`src/hdl/dkwl_pkg.sv`:
```
// Package for the depth keypoint window lookup block.
// Item types, register indexes, state encoding and store sizing.
// No dependencies.
package dkwl_pkg;

    localparam int MaxWidth        = 640;
    localparam int MaxHeight       = 480;
    localparam int HalfWindowLimit = 15;
    localparam int StoreDepth      = MaxWidth * MaxHeight;
    localparam int AddrW           = $clog2(StoreDepth);
    localparam int ColW            = 10;
    localparam int RowW            = 9;
    localparam int CntW            = 10;  // up to 31*31 = 961 points
    localparam int SumW            = 16 + CntW;

    typedef enum logic [2:0] {
        CFG_FRAME_WIDTH  = 3'd0,
        CFG_FRAME_HEIGHT = 3'd1,
        CFG_MIN_DEPTH    = 3'd2,
        CFG_MAX_DEPTH    = 3'd3,
        CFG_MAX_HALF     = 3'd4
    } cfg_index_t;

    typedef enum logic {
        OP_LOAD  = 1'b0,
        OP_QUERY = 1'b1
    } op_t;

    typedef enum logic [2:0] {
        ST_IDLE,
        ST_CENTER,
        ST_SCAN,
        ST_DRAIN,
        ST_DIVIDE,
        ST_OUT
    } state_t;

    typedef struct packed {
        logic               operation;
        logic [ColW-1:0]    column;
        logic [RowW-1:0]    row;
        logic signed [15:0] point_x;
        logic signed [15:0] point_y;
        logic signed [15:0] point_z;
    } in_item_t;

    typedef struct packed {
        logic               found;
        logic [3:0]         window_half;
        logic signed [15:0] avg_x;
        logic signed [15:0] avg_y;
        logic signed [15:0] avg_z;
    } out_item_t;

endpackage

```
`src/hdl/dkwl_divider.sv`:
```
// Restoring signed divider for the window mean, one quotient bit per cycle.
// Divides three sums by one count, truncating toward zero. Uses dkwl_pkg.
module dkwl_divider
    import dkwl_pkg::*;
(
    input  logic                   aclk,
    input  logic                   aresetn,
    input  logic                   start,
    input  logic signed [SumW-1:0] sum_x,
    input  logic signed [SumW-1:0] sum_y,
    input  logic signed [SumW-1:0] sum_z,
    input  logic [CntW-1:0]        count,
    output logic                   done,
    output logic signed [15:0]     quo_x,
    output logic signed [15:0]     quo_y,
    output logic signed [15:0]     quo_z
);

    localparam int StepW = $clog2(SumW + 1);

    logic [SumW-1:0]  nx_reg, ny_reg, nz_reg;
    logic [SumW-1:0]  rx_reg, ry_reg, rz_reg;
    logic [2:0]       neg_reg;
    logic [CntW-1:0]  d_reg;
    logic [StepW-1:0] step_reg;
    logic             busy_reg;
    logic             done_reg;
    logic [SumW-1:0]  tx, ty, tz;

    function automatic logic [SumW-1:0] absv(input logic signed [SumW-1:0] v);
        return v[SumW-1] ? SumW'(-v) : SumW'(v);
    endfunction

    assign tx = {rx_reg[SumW-2:0], nx_reg[SumW-1]};
    assign ty = {ry_reg[SumW-2:0], ny_reg[SumW-1]};
    assign tz = {rz_reg[SumW-2:0], nz_reg[SumW-1]};

    always_ff @(posedge aclk) begin
        if (!aresetn) begin
            busy_reg <= 1'b0;
            done_reg <= 1'b0;
        end else begin
            done_reg <= 1'b0;
            if (start) begin
                busy_reg <= 1'b1;
                step_reg <= StepW'(SumW);
                nx_reg   <= absv(sum_x);
                ny_reg   <= absv(sum_y);
                nz_reg   <= absv(sum_z);
                neg_reg  <= {sum_x[SumW-1], sum_y[SumW-1], sum_z[SumW-1]};
                rx_reg   <= '0;
                ry_reg   <= '0;
                rz_reg   <= '0;
                d_reg    <= count;
            end else if (busy_reg) begin
                nx_reg <= {nx_reg[SumW-2:0], tx >= SumW'(d_reg)};
                ny_reg <= {ny_reg[SumW-2:0], ty >= SumW'(d_reg)};
                nz_reg <= {nz_reg[SumW-2:0], tz >= SumW'(d_reg)};
                rx_reg <= (tx >= SumW'(d_reg)) ? tx - SumW'(d_reg) : tx;
                ry_reg <= (ty >= SumW'(d_reg)) ? ty - SumW'(d_reg) : ty;
                rz_reg <= (tz >= SumW'(d_reg)) ? tz - SumW'(d_reg) : tz;
                step_reg <= step_reg - 1'b1;
                if (step_reg == StepW'(1)) begin
                    busy_reg <= 1'b0;
                    done_reg <= 1'b1;
                end
            end
        end
    end

    assign done  = done_reg;
    assign quo_x = neg_reg[2] ? 16'(-nx_reg) : nx_reg[15:0];
    assign quo_y = neg_reg[1] ? 16'(-ny_reg) : ny_reg[15:0];
    assign quo_z = neg_reg[0] ? 16'(-nz_reg) : nz_reg[15:0];

endmodule

```
`config.mk`:
```
export PLATFORM = sky130hd
export DESIGN_NAME = dkwl_divider
export DESIGN_NICKNAME = d
export VERILOG_FILES = /design/src/hdl/dkwl_pkg.sv /design/src/hdl/dkwl_divider.sv
export SDC_FILE = /design/constraint.sdc
export NUM_CORES = 1
export LEC_CHECK = 0
export BUFFER_PORTS_ARGS = -buffer_cell sky130_fd_sc_hd__clkbuf_2
export CAP_MARGIN = 20
export CORE_ASPECT_RATIO = 0.9
export CORE_UTILIZATION = 50
export DETAILED_ROUTE_END_ITERATION = 6
export PLACE_DENSITY = 0.7
export SYNTH_ARGS = -nofsm -noshare
export SYNTH_HDL_FRONTEND = slang
export SYNTH_SLANG_ARGS = --single-unit
```
`constraint.sdc`:
```
create_clock -name aclk -period 6.3 [get_ports aclk]
set_input_delay 1.26 -clock aclk [delete_from_list [all_inputs] [get_ports aclk]]
set_output_delay 1.26 -clock aclk [all_outputs]
set_load 0.02 [all_outputs]
```
==> Flow_metrics.wiki, run 1 <==
{| class="wikitable"
! Metric !! Value
|-
| Result of the run || complete, no violations
|-
| # port buffers || 139
|-
| Total CTS buffers || 17
|-
| H-tree lvl count || 4
|-
| Slowest cell delay on critical path || 0.80 ns
|-
| Final period demand of the worst path || between 3 and 4 ns
|-
| Vertical die dimension || approximately 150 um
|-
| Yosys warnings || 0
|-
| Hold Buf Count CTS || 0
|-
| CTS clock-pin slew for the worst setup and hold paths || around 0.070 ns
|-
| Combinational fraction of design power || a little over a fifth
|-
| Post-DR wirelength/cell || about 16 um
|-
| Diodes inserted || 0
|-
| Top cells by count, synth || edfxtp_1 (171), nor2_1 (134), a21oi_1 (131), nand2_1 (84), xor2_1 (74)
|-
| Transition time of the tightest slew-check pin || 1.021 ns
|-
| Clock skew || 0.01371 ns
|-
| Share of post-route cells with drive strength above 1 || between 10% and 20%
|-
| Number of synthesized flops with an enable pin || about 170
|-
| Buffer levels on the longest clock path || 2
|-
| Number of global-route vias before repair || about 8,800
|-
| Initial core utilization || around half
|-
| Syn nets || roughly 1,400
|-
| Number of detailed-route iterations in the first pass || 7
|-
| RePlAce Congestion || between 0.8 and 0.9
|-
| Maximum net fanout on the critical path || 24
|-
| Insertion delay to the later sink of the worst-skew pair || about 0.44 ns
|-
| Most common flop cell mapped by yosys || edfxtp_1
|-
| Post-route fraction of the period consumed by the critical path || between 50 and 60%
|-
| Distinct cells, synth || 67
|-
| Critical path data arrival time || ~3.8 ns
|-
| Total half-perimeter wirelength after legalization and detailed placement || around 19 mm
|-
| Cell count after synthesis || 1,233
|-
| Total global routing track utilization || between 20% and 30%
|-
| Hold crit path type || flop to flop
|-
| Clk sinks || 173
|-
| Power density over the cells || 240.9 nW/um2
|-
| Largest area contributor in the netlist || edfxtp_1
|-
| Signed area change from the synthesized netlist to the final layout || 12.01%
|-
| Worst vdd ir || ~180 uV
|-
| Number of slew-limit violations in the final report || 0
|-
| Final worst slack || ~2.6 ns
|-
| Mean cell area of the mapped netlist || approximately 9.6 um2
|-
| Die Span X || between 150 and 200 um
|-
| Number of remaining DRC errors || 0
|-
| Flip-flop and latch count after synthesis || 173
|-
| Core Box Area || ~23,000 um2
|-
| Switch Pwr || 999.1 uW
|-
| Total wirelength of the detailed-routed design || between 20 and 30 mm
|-
| Number of failing hold endpoints at the final stage || 0
|-
| Setup repair after global routing missed its margin || false
|-
| Kind of cell with the highest combined delay on the critical path || compound AO/OA/AOI/OAI gates
|-
| Async set-reset flop share out of synthesis || 0%
|-
| Crit-path slowest cell || and2_1
|-
| Required time reported for the critical path endpoint || about 6.4 ns
|-
| Fraction of power consumed by the clock network || 32.4%
|-
| Leakage Power || between 0.004 and 0.005 uW
|-
| CTS tree || done
|-
| Setup Slack @ Placement || about 2.6 ns
|-
| Switching part of the total || a little under a third
|-
| Synth top area share || 43.43%
|-
| Leading cell types by total area after synthesis || edfxtp_1 (43%), a21oi_1 (5.5%), xor2_1 (5.5%)
|-
| Category of the most critical setup path || flop to flop
|-
| Post-CTS sizing || 0
|-
| Kind of end point of the critical path || flop
|-
| Top-Level Pins || between 100 and 150
|-
| Pin count of the biggest net entering global routing || between 100 and 150
|-
| First-pass GRT wire length || about 44 mm
|-
| Post-Place Cells || 1,618
|-
| Antenna violations before repair || 0
|-
| Setup violation total in the final timing report || 0
|-
| Part of the total power dissipated in sequential elements || 45.6%
|-
| Overflow left after global routing || 0
|-
| Root cell of the clock tree || clkbuf_16
|-
| Mapped Area || about 12,000 um2
|-
| Die footprint || roughly 24,000 um2
|-
| Row cnt || between 50 and 60
|-
| Number of post-CTS setup repair buffers || 0
|-
| Final ANT Viol Nets || 0
|-
| Accumulated negative setup slack || 0 ns
|-
| # nets final || approximately 1,500
|-
| Max_cap viols || 0
|-
| Sequential element share of the synthesized area || a little over two fifths
|-
| Most used standard cell by instance count after synthesis || edfxtp_1
|-
| Cell-by-cell trace of the critical path || inv_1 -> ha_1 -> inv_1 -> fa_1 -> a211oi_1 -> o21ai_0 -> a21oi_1 -> and2_1 -> or4b_2 -> a21oi_1
|-
| Internal cell power || around 2200 uW
|-
| Max-slew headroom at the worst pin || a little under a third
|-
| Non-filler instance count after layout || ~1,700
|-
| Total vias in the final route || slightly below 10,000
|-
| Count of buffer and inverter cells on the critical path || 2
|-
| Via density per instance || about 5.9
|-
| Iteration-0 DRC Markers || 731
|-
| Maximum clock rate || ~270 MHz
|-
| CP startpoint kind || flop
|}
routing by layer:
layer  global-route usage (%)  up-vias  part of all wire [%]
met5                        0        -                     0
met4                    5.694        0                   1.3
li1                         -     4804                     -
met3                    4.994       25                   5.8
met1                    32.90     4573                    48
met2                    34.28      258                    44
layout make-up:
cell class | count | area (um2)
clock inverters | 15 | 151.4
clock buffers | 17 | 425.4
well taps | 302 | 377.9
fillers | 2062 | 10030
multi-input cells | 953 | 6192
flip-flops and latches | 173 | 5175
repair buffers | 143 | 744.5
inverters | 47 | 176.4
stage by stage:
stage                     instance area, um2  util, %  hold slack (ns)  total power (uW)
after global routing                   13240    56.89           0.5972              3341
final                                  13240    56.89           0.5747              3190
after floorplan                        11820        -           0.4910              1976
after detailed placement               12670    54.42           0.5507              2173
after CTS                              13240    56.89           0.5676              3208
after global placement                 12670    54.42           0.5477              2157
path summary, 6_finish.rpt:
| check | end | startpoint | cells past startpoint | slack (ns) |
|---|---|---|---|---|
| min reg2reg | ny_reg[24] | ny_reg[23] | 2 | 0.57 |
| max reg2reg | rz_reg[15] | nz_reg[25] | 10 | 2.65 |
| max | rz_reg[15] | nz_reg[25] | 10 | 2.65 |
| min | ny_reg[24] | ny_reg[23] | 2 | 0.57 |
power by group through the flow:
stage	Sequential [uW]	Clock [uW]	Combinational (uW)
floorplan	1460	0	513
global placement	1480	0	682
detailed placement	1480	0	695
CTS	1450	1050	701
global route	1470	1090	781
finish	1460	1030	701
cells by family (layout without fill, tap and decap cells):
group                      after synthesis  in the layout  synth area share [%]
AOI/OAI and AO/OA                      312            312                 16.44
xor gates and xnor gates               144            144                 10.67
adders and majority gates               41             41                 4.530
buffers and inverters                  107            222                 3.916
DFF                                    173            173                 43.77
muxes                                   11             11                 1.058
and+or+nand+nor                        445            445                 19.62
layout by cell type, fill, tap and decap left out, types with 4 or more instances in the layout:
master / Yosys / routed
a21o_1: 8 / 8
or4_1: 35 / 35
nand3_1: 23 / 23
xnor2_1: 70 / 70
nor2_1: 134 / 134
mux2i_1: 5 / 5
o31ai_1: 51 / 51
ha_1: 38 / 38
o21ai_1: 5 / 5
clkbuf_16: 0 / 17
inv_8: 0 / 4
xor2_1: 74 / 74
nand3b_1: 11 / 11
or3_1: 25 / 25
a21oi_1: 131 / 131
nor3_1: 30 / 30
edfxtp_1: 171 / 171
inv_6: 0 / 4
o41ai_1: 19 / 19
o21ai_0: 49 / 49
a211oi_1: 10 / 10
clkbuf_2: 0 / 138
nor4_1: 14 / 14
nand4_1: 16 / 16
nand4b_1: 5 / 5
o21a_1: 8 / 7
or2_2: 9 / 9
nor2b_1: 14 / 14
nand2b_1: 15 / 15
o21bai_1: 8 / 8
inv_1: 47 / 47
clkinvlp_4: 0 / 4
nand2_1: 84 / 84
worst min-delay path: cells and delay by family, from the launching register on:
| family | cells | cell delay [ns] |
|---|---|---|
| flip-flops | 1 | 0.32 |
| AND/OR/NAND/NOR | 1 | 0.04 |
| AO/OA/AOI/OAI | 1 | 0.10 |
Note: power is estimated with default switching activity, not from simulation.
==> inputs of run 2 (changes only) <==
Clock period 6.3 ns to 3.7 ns, I/O delays scaled along.
==> run 2 against run 1 <==
Net effect: register-to-register slack got worse by 2.1 ns; clock power is 85% higher; global-route usage fell by 0.28 points; die area did not move; non-clock buffer count rose by 10; first-iteration DRC count is 3.3% higher; count of clock-buffer cells in the layout rose by 1; setup slack worse by 2.1 ns; critical path depth unchanged; worst hold slack worse by 0.095 ns; fmax rose by 15%; critical endpoint is now rx_reg[11].
==> Flow_metrics.wiki, run 2 (synthesis gave the netlist of run 1 again) <==
{| class="wikitable"
! Metric !! Value
|-
| Maximum net fanout on the critical path || 15 (-38%)
|-
| Clk sinks || 173 (unchanged)
|-
| Insertion delay to the later sink of the worst-skew pair || 0.44 ns (about the same)
|-
| Critical path launch point || d_reg[0]
|-
| Beginning of the worst register-to-register path || d_reg[0]
|-
| Required time reported for the critical path endpoint || 3.99 ns (-2.45 ns)
|-
| Reg-to-reg setup timing slack || 0.52 ns (-2.13 ns)
|-
| Total wirelength of the detailed-routed design || 26.67 mm (-1.3%)
|-
| H-tree lvl count || 4 (unchanged)
|-
| Crit-path slowest cell || or4_1
|-
| Top-Level Pins || 140 (unchanged)
|-
| Antenna violations before repair || 0 (unchanged)
|-
| Worst Setup EP || rx_reg[11]
|-
| Power density over the cells || 417.3 nW/um2 (+73%)
|-
| Hold path startpoint || count[1]
|-
| Number of failing hold endpoints at the final stage || 0 (unchanged)
|-
| Post-route fraction of the period consumed by the critical path || 85.95% (+28 points)
|-
| Diodes inserted || 0 (unchanged)
|-
| Root cell of the clock tree || clkbuf_16
|-
| Kind of cell with the highest combined delay on the critical path || compound AO/OA/AOI/OAI gates
|-
| Max-slew headroom at the worst pin || 48.28% (+16 points)
|-
| Via density per instance || 5.811 (-0.74%)
|-
| Post-DR wirelength/cell || 16.07 um (-1.8%)
|-
| Maximum clock rate || 314.5 MHz (+15%)
|-
| Total global routing track utilization || 22.43% (-0.28 points)
|-
| RePlAce Congestion || 0.8945 (+2.0%)
|-
| Overflow left after global routing || 0 (unchanged)
|-
| Total CTS buffers || 17 (unchanged)
|-
| Final worst slack || 0.5199 ns (-2.127 ns)
|-
| Total vias in the final route || 9,647 (-0.13%)
|-
| Clock skew || 0.01369 ns (-0.00001480 ns)
|-
| Number of post-CTS setup repair buffers || 0 (unchanged)
|-
| Die Span X || 164.1 um (unchanged)
|-
| Count of buffer and inverter cells on the critical path || 2 (unchanged)
|-
| Number of remaining DRC errors || 0 (unchanged)
|-
| # nets final || 1,477 (+0.68%)
|-
| Setup Slack @ Placement || 0.5662 ns (-1.996 ns)
|-
| Result of the run || complete, no violations
|-
| Number of detailed-route iterations in the first pass || 5 (-2)
|-
| CTS clock-pin slew for the worst setup and hold paths || 0.07 ns (about the same)
|-
| Total half-perimeter wirelength after legalization and detailed placement || 18.67 mm (-1.1%)
|-
| Number of cells on the critical path || 10 (unchanged)
|-
| Most common library cell in the layout ignoring fill and taps || edfxtp_1
|-
| Buffer levels on the longest clock path || 2 (unchanged)
|-
| Final period demand of the worst path || 3.180 ns (-0.4727 ns)
|-
| Number of global-route vias before repair || 8,728 (-0.44%)
|-
| Transition time of the tightest slew-check pin || 0.7750 ns (-0.2456 ns)
|-
| RR Endpoint || rx_reg[11]
|-
| Max_cap viols || 0 (unchanged)
|-
| Core Box Area || 23,280 um2 (unchanged)
|-
| Vertical die dimension || 147.9 um (unchanged)
|-
| Die footprint || 24,260 um2 (unchanged)
|-
| Most frequent cells in the layout || edfxtp_1 (171), clkbuf_2 (138), nor2_1 (134)
|-
| CTS tree || done
|-
| Initial core utilization || 50.79% (unchanged)
|-
| Critical path data arrival time || 3.47 ns (-0.33 ns)
|-
| Setup repair after global routing missed its margin || false
|-
| Post-CTS sizing || 0 (unchanged)
|-
| Pin count of the biggest net entering global routing || 104 (-6.3%)
|-
| Share of post-route cells with drive strength above 1 || 15.68% (+0.48 points)
|-
| # port buffers || 139 (unchanged)
|-
| Leakage Power || 0.004972 uW (+1.9%)
|-
| Iteration-0 DRC Markers || 755 (+3.3%)
|-
| Hold Buf Count CTS || 0 (unchanged)
|-
| Worst-case reg-to-reg path depth || 10 (unchanged)
|-
| Hold crit path type || primary input to flop
|-
| CP startpoint kind || flop
|-
| Category of the most critical setup path || flop to flop
|-
| Cell-by-cell trace of the critical path || ha_1 -> inv_1 -> fa_1 -> a21oi_1 -> o221ai_1 -> a221o_1 -> and2b_2 -> buf_4 -> or4_1 -> a21oi_1
|-
| First-pass GRT wire length || 43.46 mm (-1.4%)
|-
| Slowest cell delay on critical path || 0.47 ns (-0.33 ns)
|-
| Number of slew-limit violations in the final report || 0 (unchanged)
|-
| Row cnt || 53 (unchanged)
|-
| Signed area change from the synthesized netlist to the final layout || 13.25%
|-
| Cell repeated most along the worst path || a21oi_1
|-
| Worst vdd ir || 246.6 uV (+35%)
|-
| Accumulated negative setup slack || 0 ns (unchanged)
|-
| Kind of end point of the critical path || flop
|-
| Setup violation total in the final timing report || 0 (unchanged)
|-
| Final ANT Viol Nets || 0 (unchanged)
|}
==> run 2: stage by stage <==
step	hold WS [ns]	total power (uW)	cells	utilization, %	cell area, um2
CTS	0.4640	5613	1660	57.52	13390
global placement	0.5353	3684	1628	54.90	12780
global route	0.4593	5843	1660	57.52	13390
floorplan	0.4908	3356	1233	-	11820
detailed placement	0.5431	3709	1628	54.90	12780
finish	0.4800	5588	1660	57.52	13390
==> run 2: cell type report <==
cell class / instances / area (um2)
clock buffer: 18 / 429.2
tap: 302 / 377.9
inverter: 47 / 176.4
fill: 2019 / 9887
timing repair buffer: 153 / 857.1
sequential: 173 / 5175
multi-input combinational: 953 / 6192
clock inverter: 14 / 181.4
==> run 2: routing by layer <==
| metal | global-route usage (%) | vias up | share of wire [%] |
|---|---|---|---|
| met5 | 0 | - | 0 |
| met4 | 4.259 | 0 | 0.66 |
| li1 | - | 4823 | - |
| met2 | 34.56 | 265 | 46 |
| met1 | 32.60 | 4542 | 48 |
| met3 | 4.630 | 17 | 5.4 |
==> run 2: where the power goes <==
group | internal (uW) | switching (uW) | total [uW]
registers | 2350 | 123 | 2480
logic | 488 | 718 | 1210
clock network | 1080 | 826 | 1910
total | 3920 | 1670 | 5590
==> run 2: worst min path at each step <==
stage,endpoint,slack (ns),depth (start not counted)
final,d_reg[1],0.48,1
after global placement,done,0.54,1
after global routing,d_reg[1],0.46,1
after detailed placement,done,0.54,1
after CTS,d_reg[1],0.46,1
after floorplan,done,0.49,1
